--- src/rtl/opcl_pkg.sv ---
// shared types and constants of the pixel-control to luminance block
package opcl_pkg;

  localparam int MAX_DIMMERS = 256;
  localparam int HDR_LEN     = 4;

  // header byte positions
  localparam logic [2:0] HDR_POS_LEN_HI = 3'd2;
  localparam logic [2:0] HDR_POS_LEN_LO = 3'd3;
  localparam logic [2:0] HDR_POS_DONE   = 3'(HDR_LEN);

  // byte positions within one rgb triple
  localparam logic [1:0] TRI_RED   = 2'd0;
  localparam logic [1:0] TRI_GREEN = 2'd1;
  localparam logic [1:0] TRI_BLUE  = 2'd2;

  // fixed-point luma weights, sum is 65536
  localparam logic [15:0] W_RED   = 16'd13933;
  localparam logic [15:0] W_GREEN = 16'd46871;
  localparam logic [15:0] W_BLUE  = 16'd4732;

  // reciprocal of 3, exact for 16-bit lengths with a 17-bit shift
  localparam int          DIV3_SHIFT = 17;
  localparam logic [16:0] DIV3_MUL   = 17'd43691;

  typedef struct packed {
    logic [7:0] data_byte;
    logic       end_of_packet;
  } in_item_t;

  typedef struct packed {
    logic [7:0] dimmer_level;
    logic [7:0] dimmer_index;
    logic       last_dimmer;
    logic       truncated;
  } out_item_t;

  typedef struct packed {
    logic       produce;
    out_item_t  result;
  } ctrl_res_t;

endpackage

--- src/rtl/opcl_stream_if.sv ---
// valid/ready channel carrying one item per handshake
interface opcl_stream_if #(
  parameter type payload_t = logic
);
  logic     valid;
  logic     ready;
  payload_t payload;

  modport source (output valid, output payload, input ready);
  modport sink   (input valid, input payload, output ready);
endinterface

--- src/rtl/opcl_luma.sv ---
// weighted rgb to luminance byte
module opcl_luma (
  input  logic [7:0] red,
  input  logic [7:0] green,
  input  logic [7:0] blue,
  output logic [7:0] level
);

  logic [23:0] sum;

  always_comb begin
    sum = 24'(opcl_pkg::W_RED * 24'(red))
        + 24'(opcl_pkg::W_GREEN * 24'(green))
        + 24'(opcl_pkg::W_BLUE * 24'(blue));
  end

  // weights sum to 65536 so the top byte never overflows
  assign level = sum[23:16];

endmodule

--- src/rtl/opcl_frame_ctrl.sv ---
// packet header parse, triple assembly and result decision
module opcl_frame_ctrl (
  input  logic                clk,
  input  logic                rst_n,
  input  logic                advance,
  input  opcl_pkg::in_item_t  item,
  output opcl_pkg::ctrl_res_t res
);

  localparam logic [8:0] MAX_CNT = 9'(opcl_pkg::MAX_DIMMERS);

  logic [2:0] hdr_pos_r,   hdr_pos_nxt;
  logic [8:0] target_r,    target_nxt;
  logic [7:0] len_hi_r,    len_hi_nxt;
  logic [1:0] tri_pos_r,   tri_pos_nxt;
  logic [7:0] red_r,       red_nxt;
  logic [7:0] green_r,     green_nxt;
  logic [8:0] done_r,      done_nxt;

  logic [15:0] len;
  logic [32:0] div_prod;
  logic [15:0] cnt;
  logic [8:0]  cnt_capped;
  logic [7:0]  luma_level;
  logic        is_last;
  logic        eop;

  opcl_luma u_luma (
    .red   (red_r),
    .green (green_r),
    .blue  (item.data_byte),
    .level (luma_level)
  );

  assign eop        = item.end_of_packet;
  assign len        = {len_hi_r, item.data_byte};
  assign div_prod   = 33'(len) * 33'(opcl_pkg::DIV3_MUL);
  assign cnt        = div_prod[opcl_pkg::DIV3_SHIFT +: 16];
  assign cnt_capped = (cnt > 16'(MAX_CNT)) ? MAX_CNT : cnt[8:0];
  assign is_last    = (done_r + 9'd1) == target_r;

  always_comb begin
    hdr_pos_nxt = hdr_pos_r;
    target_nxt  = target_r;
    len_hi_nxt  = len_hi_r;
    tri_pos_nxt = tri_pos_r;
    red_nxt     = red_r;
    green_nxt   = green_r;
    done_nxt    = done_r;
    res         = '0;

    if (hdr_pos_r < opcl_pkg::HDR_POS_DONE) begin
      if (hdr_pos_r == opcl_pkg::HDR_POS_LEN_HI) begin
        len_hi_nxt = item.data_byte;
      end else if (hdr_pos_r == opcl_pkg::HDR_POS_LEN_LO) begin
        target_nxt = cnt_capped;
      end
      hdr_pos_nxt = hdr_pos_r + 3'd1;
      if (eop && hdr_pos_r == opcl_pkg::HDR_POS_LEN_LO && cnt_capped != 9'd0) begin
        res.produce            = 1'b1;
        res.result.last_dimmer = 1'b1;
        res.result.truncated   = 1'b1;
      end
    end else if (done_r < target_r) begin
      case (tri_pos_r)
        opcl_pkg::TRI_RED: begin
          red_nxt     = item.data_byte;
          tri_pos_nxt = opcl_pkg::TRI_GREEN;
        end
        opcl_pkg::TRI_GREEN: begin
          green_nxt   = item.data_byte;
          tri_pos_nxt = opcl_pkg::TRI_BLUE;
        end
        default: begin
          tri_pos_nxt = opcl_pkg::TRI_RED;
          if (!eop || is_last) begin
            res.produce             = 1'b1;
            res.result.dimmer_level = luma_level;
            res.result.dimmer_index = done_r[7:0];
            res.result.last_dimmer  = is_last;
            done_nxt                = done_r + 9'd1;
          end
        end
      endcase
      // early end of packet
      if (eop && !res.produce) begin
        res.produce             = 1'b1;
        res.result.dimmer_index = done_r[7:0];
        res.result.last_dimmer  = 1'b1;
        res.result.truncated    = 1'b1;
      end
    end

    if (eop) begin
      hdr_pos_nxt = '0;
      target_nxt  = '0;
      len_hi_nxt  = '0;
      tri_pos_nxt = opcl_pkg::TRI_RED;
      red_nxt     = '0;
      green_nxt   = '0;
      done_nxt    = '0;
    end
  end

  always_ff @(posedge clk) begin
    if (!rst_n) begin
      hdr_pos_r <= '0;
      target_r  <= '0;
      len_hi_r  <= '0;
      tri_pos_r <= opcl_pkg::TRI_RED;
      red_r     <= '0;
      green_r   <= '0;
      done_r    <= '0;
    end else if (advance) begin
      hdr_pos_r <= hdr_pos_nxt;
      target_r  <= target_nxt;
      len_hi_r  <= len_hi_nxt;
      tri_pos_r <= tri_pos_nxt;
      red_r     <= red_nxt;
      green_r   <= green_nxt;
      done_r    <= done_nxt;
    end
  end

  a_done_le_target: assert property (@(posedge clk) disable iff (!rst_n)
    done_r <= target_r)
    else $error("dimmer count passed frame target");

  a_hdr_bound: assert property (@(posedge clk) disable iff (!rst_n)
    hdr_pos_r <= opcl_pkg::HDR_POS_DONE)
    else $error("header position out of range");

  a_trunc_shape: assert property (@(posedge clk) disable iff (!rst_n)
    res.produce && res.result.truncated |->
      res.result.last_dimmer && res.result.dimmer_level == 8'd0)
    else $error("truncated result not marked last with zero level");

  a_eop_clears: assert property (@(posedge clk) disable iff (!rst_n)
    advance && eop |=> hdr_pos_r == 3'd0 && done_r == 9'd0 && target_r == 9'd0)
    else $error("frame state not cleared after end of packet");

endmodule

--- src/rtl/opc_frame_rgb_to_luminance_unit.sv ---
// top level of the pixel-control packet to luminance converter
//
// in_ch takes one packet byte per item with end_of_packet on the final byte.
// bytes 0 and 1 are skipped, bytes 2 and 3 give a big-endian payload length;
// the frame declares min(length/3, 256) dimmers. each following rgb triple
// gives one out_ch item with its luminance level, dimmer index and a last
// flag. a packet that ends before its declared payload gives one item with
// truncated set, level zero and the index of the first missing dimmer.
// surplus payload bytes are dropped; every end of packet clears the frame.
//
// an accepted byte sits in the input register, where the header parse,
// the three constant-weight multiply-add and the result decision run; the
// result lands in the output register, so the byte that completes it passes
// the input register and then the output register before out_ch.valid rises.
// one item is taken every cycle while out_ch.ready is high or the output
// register is free.
// when the receiver stalls, the output register holds its item and the input
// register holds one more byte; in_ch.ready drops once both are full.
// reset is synchronous and clears the frame state and both valid flags.
module opc_frame_rgb_to_luminance_unit (
  input  logic                 clk,
  input  logic                 rst_n,
  opcl_stream_if.sink          in_ch,
  opcl_stream_if.source        out_ch
);

  logic                s1_valid_r;
  opcl_pkg::in_item_t  s1_item_r;
  logic                out_valid_r;
  opcl_pkg::out_item_t out_item_r;

  opcl_pkg::ctrl_res_t ctrl_res;
  logic                out_free;
  logic                s1_adv;
  logic                in_fire;

  assign out_free     = !out_valid_r || out_ch.ready;
  assign s1_adv       = s1_valid_r && (!ctrl_res.produce || out_free);
  assign in_ch.ready  = !s1_valid_r || s1_adv;
  assign in_fire      = in_ch.valid && in_ch.ready;

  assign out_ch.valid   = out_valid_r;
  assign out_ch.payload = out_item_r;

  opcl_frame_ctrl u_frame_ctrl (
    .clk     (clk),
    .rst_n   (rst_n),
    .advance (s1_adv),
    .item    (s1_item_r),
    .res     (ctrl_res)
  );

  always_ff @(posedge clk) begin
    if (!rst_n) begin
      s1_valid_r <= 1'b0;
    end else if (in_fire) begin
      s1_valid_r <= 1'b1;
    end else if (s1_adv) begin
      s1_valid_r <= 1'b0;
    end
  end

  always_ff @(posedge clk) begin
    if (in_fire) begin
      s1_item_r <= in_ch.payload;
    end
  end

  always_ff @(posedge clk) begin
    if (!rst_n) begin
      out_valid_r <= 1'b0;
    end else if (s1_adv && ctrl_res.produce) begin
      out_valid_r <= 1'b1;
    end else if (out_ch.ready) begin
      out_valid_r <= 1'b0;
    end
  end

  always_ff @(posedge clk) begin
    if (s1_adv && ctrl_res.produce) begin
      out_item_r <= ctrl_res.result;
    end
  end

  a_no_overwrite: assert property (@(posedge clk) disable iff (!rst_n)
    out_valid_r && !out_ch.ready |-> !(s1_adv && ctrl_res.produce))
    else $error("pending result overwritten");

  a_reset_idle: assert property (@(posedge clk)
    !rst_n |=> !out_valid_r && !s1_valid_r)
    else $error("valid flags not cleared by reset");

  a_stage_moves: assert property (@(posedge clk) disable iff (!rst_n)
    s1_valid_r && out_free |-> s1_adv)
    else $error("input register stuck with free output");

endmodule
--- src/flat_wrapper.sv ---
// flat-port wrapper written by rule: the top's interface ports become plain ports
module opc_frame_rgb_to_luminance_unit_flat 
  (clk, rst_n, in_ch_valid, in_ch_payload, in_ch_ready, out_ch_valid, out_ch_payload, out_ch_ready);
  opcl_stream_if in_ch_i ();
  opcl_stream_if out_ch_i ();
  input  logic clk;
  input  logic rst_n;
  input wire logic [$bits(in_ch_i.valid)-1:0] in_ch_valid;
  input wire logic [$bits(in_ch_i.payload)-1:0] in_ch_payload;
  output wire logic [$bits(in_ch_i.ready)-1:0] in_ch_ready;
  output wire logic [$bits(out_ch_i.valid)-1:0] out_ch_valid;
  output wire logic [$bits(out_ch_i.payload)-1:0] out_ch_payload;
  input wire logic [$bits(out_ch_i.ready)-1:0] out_ch_ready;
  assign in_ch_i.valid = in_ch_valid;
  assign in_ch_i.payload = in_ch_payload;
  assign in_ch_ready = in_ch_i.ready;
  assign out_ch_valid = out_ch_i.valid;
  assign out_ch_payload = out_ch_i.payload;
  assign out_ch_i.ready = out_ch_ready;
  opc_frame_rgb_to_luminance_unit u_core (.clk(clk), .rst_n(rst_n), .in_ch(in_ch_i), .out_ch(out_ch_i));
endmodule
--- config.mk ---
export PLATFORM = sky130hd
export DESIGN_NAME = opc_frame_rgb_to_luminance_unit_flat
export DESIGN_NICKNAME = d
export VERILOG_FILES = /design/src/rtl/opcl_pkg.sv /design/src/rtl/opcl_stream_if.sv /design/src/rtl/opcl_luma.sv /design/src/rtl/opcl_frame_ctrl.sv /design/src/rtl/opc_frame_rgb_to_luminance_unit.sv /design/src/flat_wrapper.sv
export SDC_FILE = /design/constraint.sdc
export NUM_CORES = 1
export LEC_CHECK = 0
export ABC_AREA = 1
export BUFFER_PORTS_ARGS = -buffer_cell sky130_fd_sc_hd__buf_2
export CAP_MARGIN = 20
export CORE_MARGIN = 3
export CORE_UTILIZATION = 40
export DETAILED_ROUTE_END_ITERATION = 8
export HOLD_SLACK_MARGIN = 0.06
export PLACE_DENSITY = 0.55
export SLEW_MARGIN = 20
export SYNTH_ARGS = -nofsm -noshare
export SYNTH_HDL_FRONTEND = slang
export SYNTH_HIERARCHICAL = 1
export SYNTH_SLANG_ARGS = --single-unit
export TNS_END_PERCENT = 10
--- constraint.sdc ---
create_clock -name clk -period 7.9 [get_ports clk]
set_input_delay 0.395 -clock clk [delete_from_list [all_inputs] [get_ports clk]]
set_output_delay 0.395 -clock clk [all_outputs]
set_load 0.005 [all_outputs]
==> results of run 1 <==
final cells by class:
cell class | instances | area, µm² | area share, %
Inverter | 295 | 1110 | 13.6
Tap cell | 229 | 287 | 3.51
Timing Repair Buffer | 9 | 50.0 | 0.614
Multi-Input combinational cell | 751 | 5820 | 71.4
Sequential cell | 35 | 721 | 8.84
Clock inverter | 3 | 43.8 | 0.537
Clock buffer | 5 | 125 | 1.53
report_power, final:
part | internal [µW] | total [µW] | switching [µW] | leakage, µW
clock network | 149 | 233 | 83.6 | 0.0000838
registers | 186 | 198 | 12.1 | 0.000289
logic | 778 | 2280 | 1500 | 0.00431
what timing repair did:
action | in CTS | in global routing
hold buffers | 0 | 0
gates resized for setup | 0 | 1
setup endpoints to repair | 0 | 7
hold endpoints to repair | 0 | 0
final timing paths:
check	start	to	slack (ns)	cells after the start
setup / recovery	u_core/u_frame_ctrl/len_hi_r[7]$_SDFFE_PN0P_	u_core/u_frame_ctrl/target_r[6]$_SDFFE_PN0P_	0.74	34
setup reg to reg	u_core/u_frame_ctrl/len_hi_r[7]$_SDFFE_PN0P_	u_core/u_frame_ctrl/target_r[6]$_SDFFE_PN0P_	0.74	34
hold reg to reg	u_core/u_frame_ctrl/target_r[4]$_SDFFE_PN0P_	u_core/u_frame_ctrl/target_r[4]$_SDFFE_PN0P_	0.47	2
hold / removal	in_ch_payload	u_core/s1_item_r[0]$_DFFE_PP_	0.29	1
sequential cells by signal, summed over array words and instances (netlist names):
signal and flops:
u_core/out_ch.payload 1, u_core/u_frame_ctrl/tri_pos_r 2, u_core/u_frame_ctrl/done_r 9, u_core/u_frame_ctrl/target_r 9
u_core/u_frame_ctrl/len_hi_r 8, u_core/s1_item_r 1, u_core/s1_valid_r 1, u_core/out_ch.valid 1
u_core/u_frame_ctrl/hdr_pos_r 3
worst max-delay path: cells and delay by family, from the launching register on:
| kind | cells | cell delay, ns |
|---|---|---|
| fa+ha+maj | 7 | 3.09 |
| simple gates | 15 | 2.30 |
| buf+inv | 9 | 0.71 |
| flops | 1 | 0.58 |
| compound gates | 3 | 0.40 |
per-layer routing:
layer	track usage (%)	vias up	share of wire, %	routed length, µm
li1	-	3256	-	-
met1	28.6	2838	53	9530
met2	29.2	103	42	7650
met3	1.57	17	3.6	645
met4	3.30	0	1.7	306
met5	0	-	0	0
cells in the final DEF (no fill, tap or decap), types with 14 or more instances in the layout:
cell type / count
inv_1: 292
nand2_1: 207
ha_1: 141
nor2_1: 81
fa_1: 80
a21oi_1: 54
conb_1: 48
nand3_1: 34
dfxtp_1: 33
nand4_1: 16
o21ai_0: 14
metrics by stage:
step           std cells  instance area (µm²)
3_5_place_dp        1319                 7980
6_report            1327                 8150
5_1_grt             1327                 8150
4_1_cts             1327                 8150
2_1_floorplan       1089                 7670
3_3_place_gp        1319                 7980
==> reports/results.ini, run 1 <==
[final_layout]
fill_cells=1923
syn2layout_area_growth_pct=8.71
utilization_pct=44.8
diodes=0
drive_above_1_share_pct=3.92
fin_nets=1323

[timing]
holdWs_ns=0.290
layout_min_cycle_time_ns=7.16
hold_viol=0
finalSetupViolCount=0
slew-limit-headroom_pct=47.7
rsz0062_at_grt=false
setup_ws_ns=0.737
worst_pin_slew_ns=0.780
slew_violations=0
setup_tns_ns=0
clock.fmax_mhz=140
period_share_pct=90.7
clock_skew_ns=0.00566

[worst_hold_path]
hold_class=primary input to flop

[routing]
drt-wirelength-per-cell_um=13.7
vias=6214
drc=0
vias_per_cell=4.68
drtIter0Drc=334
antenna_left=0
routed_wl_um=18100
first_pass_iters=5

[critical_path]
worstPathRequired_ns=8.09
critPathMaxStageDelay_ns=0.58
cpMostUsedCell=inv_1
cp-start-kind=flop
arrival_ns=7.35
cp_max_fo=10
path_class=flop to flop
end_kind=flop
worst_path_max_delay_cell=dfxtp_1

[placement]
post-place-ws_ns=0.671
io_buffer_count=7
gp_congestion=0.907
place_hpwl_um=16400

[outcome]
outcome=finished, final reports clean

[floorplan]
placeableCoreArea_um2=18200
io_pins=8
initial_utilization_pct=41.2
fp-row-count=49
dieWidth_um=143
fp.dieH_um=143
die_area_um2=20400

[global_route]
grt.total_usage_pct=18.7
grt_pass1_vias=6144
grt-ovfl-total=0
antenna_found_initial=0
grt_max_degree=27
grt_pass1_wl_um=30600

[clock_network]
cts_buffers=5
worstSkewPairLatency_ns=0.28
clock_sinks=35
clk_pin_slew_ns=0.06
cts_buffer_depth=2
cts_setup_buffers=0
cts_tree=built
clockRootBuffer=clkbuf_16
htree_num_levels=2

[flow_run]
maxCapViolCount=0

[logic_synthesis]
avgSynthCellArea_um2=7.20
syn_inst=1042
netlist_area_um2=7500
ys_warn_count=6

[power_and_ir_drop]
leakagePower_uw=0.00468
power.total_uw=2710
ir_worst_vdd_uv=215
powerDensity_nw_per_um2=332

Note: power is estimated with default switching activity, not from simulation.
==> inputs of run 2 (changes only) <==
REMOVE_ABC_BUFFERS = 1   (was not set)
==> run 2 against run 1 <==
  * Sequential share of layout area about the same
  * Largest cell class unchanged
  * Critical path type unchanged
  * Final cell count hardly changed
  * Sequential power is essentially flat
  * Total power fell by 1.2%
==> reports/results.ini, run 2 (synthesized netlist as in run 1, its figures left out) <==
[power_and_ir_drop]
leakagePower_uw=0.00469  ; +0.12%
pwr-share-clk_pct=8.5  ; about the same
pwr-share-comb_pct=84.1  ; about the same
powerDensity_nw_per_um2=328  ; -1.2%
p_int_uw=1110  ; -0.23%
seqPwrFrac_pct=7.4  ; about the same
netSwitchingPower_uw=1570  ; -1.8%
p_sw_share_pct=58.5  ; -0.38 points
ir_worst_vdd_uv=226  ; +5.2%

[timing]
clock_skew_ns=0.00969  ; +0.00404 ns
finalSetupViolCount=0  ; unchanged
slew-limit-headroom_pct=45.5  ; -2.2 points
clock.fmax_mhz=140  ; +0.32%
rsz0062_at_grt=false
slew_violations=0  ; unchanged
period_share_pct=90.4  ; -0.29 points
setup_tns_ns=0  ; unchanged
layout_min_cycle_time_ns=7.14  ; -0.0227 ns
worst_pin_slew_ns=0.813  ; +0.0330 ns
hold_viol=0  ; unchanged
setup_ws_ns=0.760  ; +0.0227 ns

[clock_network]
cts_setup_buffers=0  ; unchanged
cts_buffers=5  ; unchanged
clockRootBuffer=clkbuf_16
worstSkewPairLatency_ns=0.29  ; about the same
cts_tree=built
htree_num_levels=2  ; unchanged
clock_sinks=35  ; unchanged
cts_buffer_depth=2  ; unchanged
ctsResizeCount=0  ; unchanged
clk_pin_slew_ns=0.06  ; about the same
cts_hold_buf=0  ; unchanged

[final_layout]
fin_nets=1324  ; +0.076%
mostFrequentLayoutCells=292 x inv_1, 207 x nand2_1, 141 x ha_1
utilization_pct=44.8  ; about the same
drive_above_1_share_pct=3.91  ; about the same
top_regs=u_core/u_frame_ctrl/done_r x9, u_core/u_frame_ctrl/target_r x9, u_core/u_frame_ctrl/len_hi_r x8
layout_commonest_cell=inv_1
instances_no_fill=1328  ; +0.075%
diodes=0  ; unchanged
syn2layout_area_growth_pct=8.78  ; about the same
fill_cells=1972  ; +2.5%

[critical_path]
arrival_ns=7.33  ; -0.02 ns
end_kind=flop
worstPathRequired_ns=8.09  ; about the same
critPathMaxStageDelay_ns=0.56  ; -0.02 ns
cpMostUsedCell=inv_1
cp.buffers_inverters=9  ; unchanged
path_delay_family=adder cells
worst_path_max_delay_cell=fa_1
path_class=flop to flop
cp_max_fo=10  ; unchanged
cp-start-kind=flop

[floorplan]
dieWidth_um=143  ; unchanged
fp.dieH_um=143  ; unchanged
die_area_um2=20400  ; unchanged
placeableCoreArea_um2=18200  ; unchanged
io_pins=8  ; unchanged
initial_utilization_pct=41.2  ; unchanged
fp-row-count=49  ; unchanged

[placement]
gp_congestion=0.930  ; +2.5%
place_hpwl_um=16200  ; -1.6%
place_inst=1320  ; +0.076%
post-place-ws_ns=0.825  ; +0.154 ns
io_buffer_count=7  ; unchanged

[routing]
drt-wirelength-per-cell_um=13.3  ; -2.6%
vias_per_cell=4.64  ; -0.96%
drc=0  ; unchanged
drtIter0Drc=347  ; +3.9%
first_pass_iters=5  ; unchanged
routed_wl_um=17700  ; -2.6%
vias=6159  ; -0.89%
antenna_left=0  ; unchanged

[global_route]
grt.total_usage_pct=18.6  ; -0.12 points
grt_max_degree=27  ; unchanged
grt_pass1_wl_um=30200  ; -1.6%
grt_pass1_vias=6055  ; -1.4%
grt-ovfl-total=0  ; unchanged
antenna_found_initial=0  ; unchanged

[worst_hold_path]
hold_class=primary input to flop

[flow_run]
maxCapViolCount=0  ; unchanged

[outcome]
outcome=finished, final reports clean

==> run 2: cell types whose count changed in the layout (fill, tap and decap cells not counted), sizes merged <==
cell / delta
buf: +1
==> run 2: through the flow <==
| stage | hold WS, ns | power [µW] | area (µm²) |
|---|---|---|---|
| after floorplan | 0.445 | 1870 | 7640 |
| final | 0.279 | 2680 | 8160 |
| after CTS | 0.274 | 2640 | 8160 |
| after detailed placement | 0.466 | 2390 | 7990 |
| after global routing | 0.271 | 3070 | 8160 |
| after global placement | 0.460 | 2410 | 7990 |
==> run 2: per-layer routing <==
layer	vias up	share of wire (%)	wire (µm)	global-route usage, %
li1	3260	-	-	-
met1	2805	54	9540	28.5
met2	76	42	7460	28.8
met3	18	2.0	356	1.51
met4	0	1.8	312	3.65
met5	-	0	0	0
==> run 2: path summary, 6_finish.rpt <==
path	start	end	slack, ns	depth (start not counted)
max	u_core/u_frame_ctrl/len_hi_r[7]$_SDFFE_PN0P_	u_core/u_frame_ctrl/target_r[3]$_SDFFE_PN0P_	0.76	36
min	in_ch_payload	u_core/s1_item_r[0]$_DFFE_PP_	0.28	1
max reg2reg	u_core/u_frame_ctrl/len_hi_r[7]$_SDFFE_PN0P_	u_core/u_frame_ctrl/target_r[3]$_SDFFE_PN0P_	0.76	36
min reg2reg	u_core/u_frame_ctrl/target_r[4]$_SDFFE_PN0P_	u_core/u_frame_ctrl/target_r[4]$_SDFFE_PN0P_	0.47	2
==> run 2: final cells by class <==
class / instances / area [µm²] / share of cell area [%]
clock inverters: 3 / 43.8 / 0.537
inverters: 295 / 1110 / 13.6
multi-input cells: 751 / 5820 / 71.3
repair buffers: 10 / 57.6 / 0.706
flip-flops and latches: 35 / 721 / 8.84
clock buffers: 5 / 125 / 1.53
well taps: 229 / 287 / 3.51
==> run 2: power groups by stage <==
stage | Sequential [µW] | Combinational [µW] | Clock, µW
2_1_floorplan | 197 | 1670 | 0
3_3_place_gp | 201 | 2210 | 0
3_5_place_dp | 201 | 2180 | 0
4_1_cts | 197 | 2210 | 233
5_1_grt | 198 | 2630 | 243
6_report | 197 | 2250 | 229
==> inputs of run 3 (changes only) <==
RECOVER_POWER = 25   (was not set)
==> run 3 against run 2 <==
  * Core utilization down 0.062 points
  * Hold slack better by 0.00053 ns
  * Total power is 0.21% lower
  * Worst setup slack got worse by 0.039 ns
  * First-iteration DRC count shrank 2.6%
  * Final cell count unchanged
  * Sequential share of layout area hardly changed
  * Clock skew is 0.00052 ns lower
  * Register-to-register slack got worse by 0.04 ns
==> reports/results.ini, run 3 (synthesized netlist as in run 1, its figures left out) <==
[power_and_ir_drop]
netSwitchingPower_uw=1560  ; -0.26%
p_sw_share_pct=58.5  ; about the same
ir_worst_vdd_uv=225  ; -0.40%
seqPwrFrac_pct=7.4  ; about the same
leakagePower_uw=0.00466  ; -0.46%
pwr-share-clk_pct=8.5  ; about the same
p_int_uw=1110  ; -0.13%
powerDensity_nw_per_um2=328  ; about the same
pwr-share-comb_pct=84.1  ; about the same

[routing]
first_pass_iters=5  ; unchanged
drtIter0Drc=338  ; -2.6%
routed_wl_um=17700  ; about the same
vias=6168  ; +0.15%
antenna_left=0  ; unchanged
drt-wirelength-per-cell_um=13.3  ; about the same
drc=0  ; unchanged
vias_per_cell=4.64  ; +0.15%

[clock_network]
cts_buffers=5  ; unchanged
cts_hold_buf=0  ; unchanged
htree_num_levels=2  ; unchanged
cts_setup_buffers=0  ; unchanged
clock_sinks=35  ; unchanged
cts_tree=built
clockRootBuffer=clkbuf_16
cts_buffer_depth=2  ; unchanged
worstSkewPairLatency_ns=0.29  ; about the same
clk_pin_slew_ns=0.06  ; about the same
ctsResizeCount=0  ; unchanged

[final_layout]
top_regs=u_core/u_frame_ctrl/done_r x9, u_core/u_frame_ctrl/target_r x9, u_core/u_frame_ctrl/len_hi_r x8
diodes=0  ; unchanged
utilization_pct=44.7  ; -0.062 points
fin_nets=1324  ; unchanged
layout_commonest_cell=inv_1
syn2layout_area_growth_pct=8.63
mostFrequentLayoutCells=292 x inv_1, 207 x nand2_1, 141 x ha_1
instances_no_fill=1328  ; unchanged
drive_above_1_share_pct=3.55  ; -0.36 points

[timing]
rsz0062_at_grt=false
slew-limit-headroom_pct=45.4  ; -0.11 points
clock.fmax_mhz=139  ; -0.54%
layout_min_cycle_time_ns=7.18  ; +0.0391 ns
setup_tns_ns=0  ; unchanged
holdWs_ns=0.280  ; +0.000528 ns
period_share_pct=90.9  ; +0.49 points
worst_pin_slew_ns=0.814  ; +0.00165 ns
hold_viol=0  ; unchanged
finalSetupViolCount=0  ; unchanged
clock_skew_ns=0.00918  ; -0.000516 ns
slew_violations=0  ; unchanged

[floorplan]
placeableCoreArea_um2=18200  ; unchanged
dieWidth_um=143  ; unchanged
io_pins=8  ; unchanged
fp.dieH_um=143  ; unchanged
initial_utilization_pct=41.2  ; unchanged
fp-row-count=49  ; unchanged
die_area_um2=20400  ; unchanged

[outcome]
outcome=finished, final reports clean

[critical_path]
path_class=flop to flop
worst_path_max_delay_cell=fa_1
arrival_ns=7.37  ; +0.04 ns
ff2ff_path_depth=36  ; unchanged
cp_max_fo=10  ; unchanged
cpMostUsedCell=inv_1
critPathMaxStageDelay_ns=0.56  ; about the same
end_kind=flop
worstPathRequired_ns=8.09  ; about the same
cp-start-kind=flop

[global_route]
grt_pass1_wl_um=30200  ; unchanged
grt.total_usage_pct=18.6  ; unchanged
grt_pass1_vias=6055  ; unchanged
grt_max_degree=27  ; unchanged
antenna_found_initial=0  ; unchanged
grt-ovfl-total=0  ; unchanged

[placement]
io_buffer_count=7  ; unchanged
gp_congestion=0.930  ; unchanged
place_inst=1320  ; unchanged
place_hpwl_um=16200  ; unchanged

[flow_run]
maxCapViolCount=0  ; unchanged

[worst_hold_path]
whs_path_depth=1  ; unchanged
hold_class=primary input to flop

run 3: cell types whose count changed in the layout (fill, tap and decap cells not counted), sizes merged:
| cell | previous run | this run |
|---|---|---|
| clkbuf | 5 | 7 |
| buf | 10 | 8 |
run 3: critical path: cells and delay by family (launching register included):
kind | cells | cell delay, ns
simple gates | 17 | 2.46
compound gates | 3 | 0.37
buf+inv | 9 | 0.69
fa+ha+maj | 7 | 3.03
flops | 1 | 0.52
run 3: final timing paths:
check,startpoint,end,slack (ns)
max reg2reg,u_core/u_frame_ctrl/len_hi_r[7]$_SDFFE_PN0P_,u_core/u_frame_ctrl/target_r[3]$_SDFFE_PN0P_,0.72
min,in_ch_payload,u_core/s1_item_r[0]$_DFFE_PP_,0.28
min reg2reg,u_core/u_frame_ctrl/target_r[4]$_SDFFE_PN0P_,u_core/u_frame_ctrl/target_r[4]$_SDFFE_PN0P_,0.47
max,u_core/u_frame_ctrl/len_hi_r[7]$_SDFFE_PN0P_,u_core/u_frame_ctrl/target_r[3]$_SDFFE_PN0P_,0.72
run 3: metal layers:
layer  vias to the layer above  track usage (%)  part of all wire [%]  wire length, µm
met1                      2811             28.5                    54             9520
met2                        78             28.8                    42             7470
met4                         0             3.65                   1.8              312
met5                         -                0                     0                0
li1                       3261                -                     -                -
met3                        18             1.51                   2.1              364
run 3: through the flow:
stage | setup WS, ns | area [µm²] | total power (µW)
floorplan | 1.59 | 7640 | 1870
global placement | 1.02 | 7990 | 2410
detailed placement | 0.825 | 7990 | 2390
CTS | 0.759 | 8160 | 2640
global route | 0.0962 | 8150 | 3060
finish | 0.721 | 8150 | 2670
run 3: final cells by class:
cell class,count,area (µm²)
tap,229,287
inverter,295,1110
clock inverter,3,43.8
fill,1977,10100
multi-input combinational,751,5810
timing repair buffer,10,55.1
clock buffer,5,125
sequential,35,721
run 3: power groups by stage:
stage          Combinational, µW  Sequential, µW  Clock (µW)
3_5_place_dp                2180             201           0
6_report                    2250             197         228
4_1_cts                     2210             197         233
2_1_floorplan               1670             197           0
5_1_grt                     2620             198         243
3_3_place_gp                2210             201           0
